<file path="src/hw/rtl/ppc_pkg.sv">
// Package for the packet pacer with carry-over.
// Holds the event and verdict codes and the fixed-point widths and defaults.
// No dependencies.
package ppc_pkg;

  localparam int unsigned TimeWidthDefault    = 32;
  localparam int unsigned PayloadWidthDefault = 20;

  // Q16.16 ticks per bit register
  localparam int unsigned TpbWidth = 32;
  localparam logic [TpbWidth-1:0] TpbReset = 32'h0001_0000;

  // fixed-point interval and carry widths (ticks, 16 fraction bits)
  localparam int unsigned QWidth     = 56;
  localparam int unsigned LeftWidth  = 60;
  localparam int unsigned TlWidth    = 40;
  localparam int unsigned BitsWidth  = 32;
  localparam int unsigned FracBits   = 16;

  typedef enum logic [1:0] {
    OP_CHECK     = 2'd0,
    OP_SENT      = 2'd1,
    OP_NEW_IVAL  = 2'd2,
    OP_RESET     = 2'd3
  } op_e;

  typedef enum logic [1:0] {
    VERDICT_WAIT_FAR  = 2'd0,
    VERDICT_WAIT_NEAR = 2'd1,
    VERDICT_SEND      = 2'd2,
    VERDICT_BURST     = 2'd3
  } verdict_e;

endpackage

</file>
<file path="src/hw/rtl/packet_pacer_carryover_unit.sv">
// Packet pacer with carry-over: top level.
// Uses ppc_pkg for event codes, verdict codes and fixed-point widths.
//
// Usage:
//   Input channel (in_valid_i / in_stall_o) carries one event per beat:
//   op_i, now_i and payload_bits_i. Output channel (out_valid_o /
//   out_stall_i) returns one result beat per event: verdict_o and the
//   signed whole ticks left, time_left_o.
//   A beat is taken in an input register, processed by the multiplier,
//   subtract and compare logic (which also updates the pacer state), and
//   lands in the result register, which raises out_valid_o; throughput
//   is one event per cycle while out_stall_i is low.
//   The single multiplier (bits times ticks per bit) sets the cycle.
//   When the receiver stalls, the result register holds; the input register
//   keeps one more beat, after which in_stall_o is raised.
//   cfg_we_i / cfg_wdata_i write ticks_per_bit (unsigned Q16.16); write it
//   only while no events are in flight.
//   Reset (rst_ni low) empties both registers, clears all pacer state and
//   sets ticks_per_bit to 1.0 ticks per bit.
module packet_pacer_carryover_unit import ppc_pkg::*; #(
  parameter int unsigned TIME_WIDTH    = TimeWidthDefault,
  parameter int unsigned PAYLOAD_WIDTH = PayloadWidthDefault
) (
  input  logic                        clk_i,
  input  logic                        rst_ni,
  input  logic                        in_valid_i,
  output logic                        in_stall_o,
  input  logic [1:0]                  op_i,
  input  logic [TIME_WIDTH-1:0]       now_i,
  input  logic [PAYLOAD_WIDTH-1:0]    payload_bits_i,
  output logic                        out_valid_o,
  input  logic                        out_stall_i,
  output logic [1:0]                  verdict_o,
  output logic signed [TlWidth-1:0]   time_left_o,
  input  logic                        cfg_we_i,
  input  logic [TpbWidth-1:0]         cfg_wdata_i
);

  localparam logic [QWidth-1:0] QMax = {QWidth{1'b1}};

  // handshake and beat registers
  logic                     in_vld_q;
  op_e                      in_op_q;
  logic [TIME_WIDTH-1:0]    in_now_q;
  logic [PAYLOAD_WIDTH-1:0] in_pay_q;
  logic                     out_vld_q;
  logic [1:0]               verdict_q, verdict_d;
  logic signed [TlWidth-1:0] tl_q, tl_d;
  logic                     out_free;
  logic                     fire;

  // pacer state
  logic [TpbWidth-1:0]      tpb_q;
  logic [TIME_WIDTH-1:0]    ival_start_q, ival_start_d;
  logic [TIME_WIDTH-1:0]    latched_q, latched_d;
  logic [TIME_WIDTH-1:0]    elapsed_q, elapsed_d;
  logic signed [QWidth-1:0] carry_q, carry_d;
  logic [BitsWidth-1:0]     acc_q, acc_d;

  // datapath
  logic [TIME_WIDTH-1:0]    elapsed_cur;
  logic [47:0]              elapsed_ext;
  logic [QWidth-1:0]        elapsed_fix;
  logic [BitsWidth:0]       acc_sum;
  logic [BitsWidth-1:0]     acc_sat;
  logic [BitsWidth-1:0]     mul_bits;
  logic [63:0]              prod;
  logic [QWidth-1:0]        ival_fix;
  logic signed [LeftWidth-1:0] ival_s, elap_s, carry_s;
  logic signed [LeftWidth-1:0] left, left_x2, left_neg, carry_new;
  logic signed [LeftWidth-FracBits-1:0] whole;

  assign out_free   = !out_vld_q || !out_stall_i;
  assign fire       = in_vld_q && out_free;
  assign in_stall_o = in_vld_q && !out_free;

  always_ff @(posedge clk_i or negedge rst_ni) begin
    if (!rst_ni) begin
      in_vld_q <= 1'b0;
    end else if (!in_stall_o) begin
      in_vld_q <= in_valid_i;
    end
  end

  always_ff @(posedge clk_i) begin
    if (in_valid_i && !in_stall_o) begin
      in_op_q  <= op_e'(op_i);
      in_now_q <= now_i;
      in_pay_q <= payload_bits_i;
    end
  end

  always_ff @(posedge clk_i or negedge rst_ni) begin
    if (!rst_ni) begin
      out_vld_q <= 1'b0;
    end else if (out_free) begin
      out_vld_q <= in_vld_q;
    end
  end

  always_ff @(posedge clk_i) begin
    if (fire) begin
      verdict_q <= verdict_d;
      tl_q      <= tl_d;
    end
  end

  always_ff @(posedge clk_i or negedge rst_ni) begin
    if (!rst_ni) begin
      tpb_q <= TpbReset;
    end else if (cfg_we_i) begin
      tpb_q <= cfg_wdata_i;
    end
  end

  always_ff @(posedge clk_i or negedge rst_ni) begin
    if (!rst_ni) begin
      ival_start_q <= '0;
      latched_q    <= '0;
      elapsed_q    <= '0;
      carry_q      <= '0;
      acc_q        <= '0;
    end else if (fire) begin
      ival_start_q <= ival_start_d;
      latched_q    <= latched_d;
      elapsed_q    <= elapsed_d;
      carry_q      <= carry_d;
      acc_q        <= acc_d;
    end
  end

  // elapsed time: fresh for a check, stored otherwise
  assign elapsed_cur = (in_op_q == OP_CHECK) ? (in_now_q - ival_start_q) : elapsed_q;
  assign elapsed_ext = 48'(elapsed_cur);
  assign elapsed_fix = (|elapsed_ext[47:40]) ? QMax : {elapsed_ext[39:0], 16'h0000};

  assign acc_sum = {1'b0, acc_q} + (BitsWidth+1)'(in_pay_q);
  assign acc_sat = acc_sum[BitsWidth] ? {BitsWidth{1'b1}} : acc_sum[BitsWidth-1:0];

  always_comb begin
    unique case (in_op_q)
      OP_CHECK: mul_bits = BitsWidth'(in_pay_q);
      OP_SENT:  mul_bits = acc_sat;
      default:  mul_bits = (acc_q == '0) ? BitsWidth'(1) : acc_q;
    endcase
  end

  assign prod     = 64'(mul_bits) * 64'(tpb_q);
  assign ival_fix = (|prod[63:QWidth]) ? QMax : prod[QWidth-1:0];

  assign ival_s  = $signed({{(LeftWidth-QWidth){1'b0}}, ival_fix});
  assign elap_s  = $signed({{(LeftWidth-QWidth){1'b0}}, elapsed_fix});
  assign carry_s = {{(LeftWidth-QWidth){carry_q[QWidth-1]}}, carry_q};

  assign left      = ival_s - elap_s - carry_s;
  assign left_x2   = left <<< 1;
  assign left_neg  = -left;
  assign carry_new = elap_s + carry_s - ival_s;
  // floor of the signed Q44.16 value
  assign whole     = left[LeftWidth-1:FracBits];

  always_comb begin
    verdict_d    = VERDICT_WAIT_FAR;
    tl_d         = '0;
    ival_start_d = ival_start_q;
    latched_d    = latched_q;
    elapsed_d    = elapsed_q;
    carry_d      = carry_q;
    acc_d        = acc_q;

    unique case (in_op_q)
      OP_CHECK, OP_SENT: begin
        if (in_op_q == OP_CHECK) begin
          latched_d = in_now_q;
          elapsed_d = elapsed_cur;
        end else begin
          acc_d = acc_sat;
        end
        if (left > 0) begin
          verdict_d = (left_x2 < ival_s) ? VERDICT_WAIT_NEAR : VERDICT_WAIT_FAR;
        end else begin
          verdict_d = (left_neg > ival_s) ? VERDICT_BURST : VERDICT_SEND;
        end
        // saturate to the output width
        if (whole[LeftWidth-FracBits-1:TlWidth-1] == '0 ||
            whole[LeftWidth-FracBits-1:TlWidth-1] == '1) begin
          tl_d = whole[TlWidth-1:0];
        end else if (whole[LeftWidth-FracBits-1]) begin
          tl_d = {1'b1, {(TlWidth-1){1'b0}}};
        end else begin
          tl_d = {1'b0, {(TlWidth-1){1'b1}}};
        end
      end
      OP_NEW_IVAL: begin
        if (carry_new[LeftWidth-1:QWidth-1] == '0 ||
            carry_new[LeftWidth-1:QWidth-1] == '1) begin
          carry_d = carry_new[QWidth-1:0];
        end else if (carry_new[LeftWidth-1]) begin
          carry_d = {1'b1, {(QWidth-1){1'b0}}};
        end else begin
          carry_d = {1'b0, {(QWidth-1){1'b1}}};
        end
        ival_start_d = latched_q;
        acc_d        = '0;
      end
      default: begin
        ival_start_d = in_now_q;
        latched_d    = in_now_q;
        elapsed_d    = '0;
        carry_d      = '0;
        acc_d        = '0;
      end
    endcase
  end

  assign out_valid_o = out_vld_q;
  assign verdict_o   = verdict_q;
  assign time_left_o = tl_q;

endmodule
</file>
<file path="config.mk">
export PLATFORM = sky130hd
export DESIGN_NAME = packet_pacer_carryover_unit
export DESIGN_NICKNAME = d
export VERILOG_FILES = /design/src/hw/rtl/ppc_pkg.sv /design/src/hw/rtl/packet_pacer_carryover_unit.sv
export SDC_FILE = /design/constraint.sdc
export NUM_CORES = 2
export LEC_CHECK = 0
export BUFFER_PORTS_ARGS = -buffer_cell sky130_fd_sc_hd__buf_2
export CAP_MARGIN = 20
export CORE_MARGIN = 3
export CORE_UTILIZATION = 38
export CTS_BUF_LIST = sky130_fd_sc_hd__clkbuf_4
export DETAILED_ROUTE_END_ITERATION = 6
export PLACE_DENSITY_LB_ADDON = 0.3
export SYNTH_ARGS = -nofsm -noshare
export SYNTH_HDL_FRONTEND = slang
export SYNTH_SLANG_ARGS = --single-unit
</file>
<file path="constraint.sdc">
create_clock -name clk_i -period 22.5 [get_ports clk_i]
set_input_delay 2.25 -clock clk_i [delete_from_list [all_inputs] [get_ports clk_i]]
set_output_delay 2.25 -clock clk_i [all_outputs]
set_load 0.01 [all_outputs]
</file>
==> impl_metrics.yaml <==
status:
  outcome: "finished, final reports clean"
cells_and_area:
  final_common_cell: "inv_1"
  ff_latch_area_um2: 8342
  area_growth_pct: 7.026
  fillers: 16420
  final_cell_mix: "inv_1, fa_1, nand2_1, and2_1, ha_1"
  multi_input_area_um2: 48650
  nets: 8828
  drive_gt1_frac: 0.07284
worst_setup_path:
  crit_path_max_fanout: 13
  critPathCaptureType: "flop"
  critPathMaxStageDelay_ns: 0.63
  cpMostUsedCell: "fa_1"
  crit_family: "compound AO/OA/AOI/OAI gates"
  worst-setup-path-type: "flop to flop"
  crit_buf_inv: 6
  crit_arrival_ns: 22.09
  required_ns: 23.35
  slowest_stage: "or4_1"
  crit_path_start_kind: "flop"
timing:
  clock_skew_ns: 0.1685
  setup_viol: 0
  rsz0062_at_grt: "no"
  max_freq_mhz: 47.09
  tns_ns: 0
  finalCriticalPeriod_ns: 21.24
  timing.slew.headroom: 0.2734
  hold_viol: 0
  period_share: 0.9438
  worst_pin_slew_ns: 1.060
  slew_violations: 0
detailed_routing:
  post_drt_wl_per_cell_um: 20.45
  antenna_left: 0
  routed_wl_mm: 193.7
  drc: 0
  dr.first_iter.drc_count: 3820
  post_drt_via_cell_ratio: 5.350
  dr.pass1.iters: 6
  num_vias: 50700
synthesis:
  ys.flop_type: "dfrtp_1"
  synth_xor_area_frac: 0.03666
  ys_async_sr_fraction: 0.6943
  synthCells: 7208
  synth_edf_count: 96
  synth_adder_area_share: 0.4181
  syn_nets: 8831
  synth_simple_gate_area_share: 0.1806
  yosysSeqAreaShare: 0.1332
  synth_top_family_by_area: "adder cells"
  ys_ff_latch: 314
  synth_compound_area_frac: 0.1225
  yosysWarningCount: 0
  synth.distinct_cells: 104
  muxShareOfSynthArea: 0.01745
  syn-cell-area_um2: 62600
  avgSynthCellArea_um2: 8.684
floorplanning:
  num_io_pins: 135
  dieArea_um2: 169600
  die_h_um: 411.9
  core.rowCount: 148
  fp.dieW_um: 411.9
  coreArea_um2: 163100
  start_util: 0.3837
grt:
  grt_max_degree: 65
  grt_pass1_vias: 52090
  grt_usage: 0.2314
  overflow: 0
  grt_antenna_before_repair: 12
  grt_pass1_wl_mm: 306.1
clock_network:
  cts_tree: "yes"
  htree_levels: 3
  root_buffer: "clkbuf_4"
  clk-insertion-delay-late_ns: 1.15
  clock_sinks: 314
  clk_transition_reported_paths_ns: 0.07
  numCtsBuffers: 99
  ctsHoldBuffers: 0
  cts_buffer_depth: 3
placement:
  routabilityCongestion: 0.9791
  dp_hpwl_mm: 156.6
  io_buffers: 134
min_path:
  hold_class: "flop to flop"
flow_run:
  max_cap_viol_count: 0
per-stage QoR:
| step | std cells | cell area (um2) | setup slack [ns] | util | hold slack, ns |
|---|---|---|---|---|---|
| final | 9475 | 66990 | 1.264 | 0.4107 | 0.4714 |
| after global routing | 9471 | 66980 | 0.1024 | 0.4106 | 0.4910 |
| after CTS | 9464 | 66940 | 1.066 | 0.4103 | 0.4776 |
| after detailed placement | 9278 | 65610 | 1.159 | 0.4022 | 0.4624 |
| after global placement | 9276 | 65560 | 1.334 | 0.4018 | 0.4569 |
| after floorplan | 7208 | 62600 | 4.308 | - | 0.4432 |
area by class of cell:
| type | count | share of cell area |
|---|---|---|
| tap | 2175 | 0.04062 |
| antenna | 10 | 0.0003735 |
| multi-input combinational | 5375 | 0.7262 |
| sequential | 314 | 0.1245 |
| inverter | 1178 | 0.06600 |
| clock buffer | 146 | 0.01636 |
| clock inverter | 40 | 0.003418 |
| timing repair buffer | 237 | 0.02249 |
tightest hold or removal path, stage by stage (launching register included):
cell	delay [ns]
dfrtp_1	0.34
nand2_1	0.05
nand2_1	0.05
cells in the mapped netlist (all sizes together), types with 8 or more instances:
| master | n | area [um2] |
|---|---|---|
| mux2 | 41 | 461.7 |
| fa | 933 | 18680 |
| nor2 | 254 | 953.4 |
| xnor2 | 175 | 1533 |
| edfxtp | 96 | 2883 |
| nand2b | 83 | 519.3 |
| nor4 | 37 | 280.3 |
| nor2b | 37 | 231.5 |
| or2 | 23 | 146.4 |
| xor2 | 87 | 762.0 |
| mux2i | 63 | 630.6 |
| o211ai | 27 | 207.7 |
| clkbuf | 323 | 1215 |
| a21boi | 11 | 82.58 |
| dfrtp | 217 | 5430 |
| a21oi | 348 | 1742 |
| buf | 18 | 85.08 |
| o21bai | 42 | 315.3 |
| a22o | 14 | 122.6 |
| nand2 | 900 | 3378 |
| a21o | 177 | 1330 |
| nand3 | 88 | 445.4 |
| nand4b | 8 | 70.07 |
| a221o | 8 | 81.33 |
| o41ai | 8 | 70.07 |
| and3 | 33 | 207.7 |
| and2 | 602 | 3769 |
| o21ai | 273 | 1370 |
| nor3 | 63 | 320.3 |
| o21a | 45 | 352.8 |
| o31ai | 17 | 127.6 |
| a22oi | 14 | 105.1 |
| and4 | 8 | 71.32 |
| a211o | 8 | 72.57 |
| o22ai | 62 | 387.9 |
| ha | 599 | 7495 |
| nand4 | 65 | 406.6 |
| a211oi | 38 | 295.3 |
| inv | 1178 | 4422 |
| a31oi | 39 | 244.0 |
| nor3b | 8 | 60.06 |
| or3 | 28 | 177.7 |
sequential cells by signal, indices dropped and copies added (netlist names):
name          count
carry_q          56
latched_q        32
time_left_o      40
in_op_q           2
acc_q            32
out_valid_o       1
ival_start_q     32
elapsed_q        32
in_now_q         32
in_vld_q          1
verdict_o         2
tpb_q            32
in_pay_q         20
what timing repair did:
| item | CTS | global route |
|---|---|---|
| gates resized for setup | 0 | 2 |
| setup buffers | 0 | 0 |
| setup endpoints to repair | 0 | 1 |
per-layer routing:
metal / share of wire / vias to the layer above / global-route usage
met5: 0 / - / 0
met4: 0.025 / 0 / 0.05926
met3: 0.080 / 252 / 0.04660
met2: 0.43 / 1743 / 0.3519
met1: 0.46 / 25410 / 0.3351
li1: - / 23290 / -
kinds of logic (layout without fill, tap and decap cells):
logic type,count (synthesis),count (layout)
DFF,314,314
adders and majority gates,1532,1532
other,0,10
and+or+nand+nor,2266,2266
buffers and inverters,1519,1601
muxes,104,104
AOI/OAI and AO/OA,1211,1211
xor gates and xnor gates,262,262
final timing paths:
path,start,to,slack (ns),cells after the start
setup / recovery,in_pay_q[1],verdict_o[0],1.26,74
hold / removal,latched_q[21],latched_q[21],0.47,2
setup reg to reg,in_pay_q[1],verdict_o[0],1.26,74
hold reg to reg,latched_q[21],latched_q[21],0.47,2
max in group asynchronous,rst_ni,tpb_q[5],19.86,2
min in group asynchronous,rst_ni,carry_q[54],1.13,1
Power is left out: the tool's default activity adds up to more than one toggle a clock period on the data nets, which glitch-free logic cannot reach.
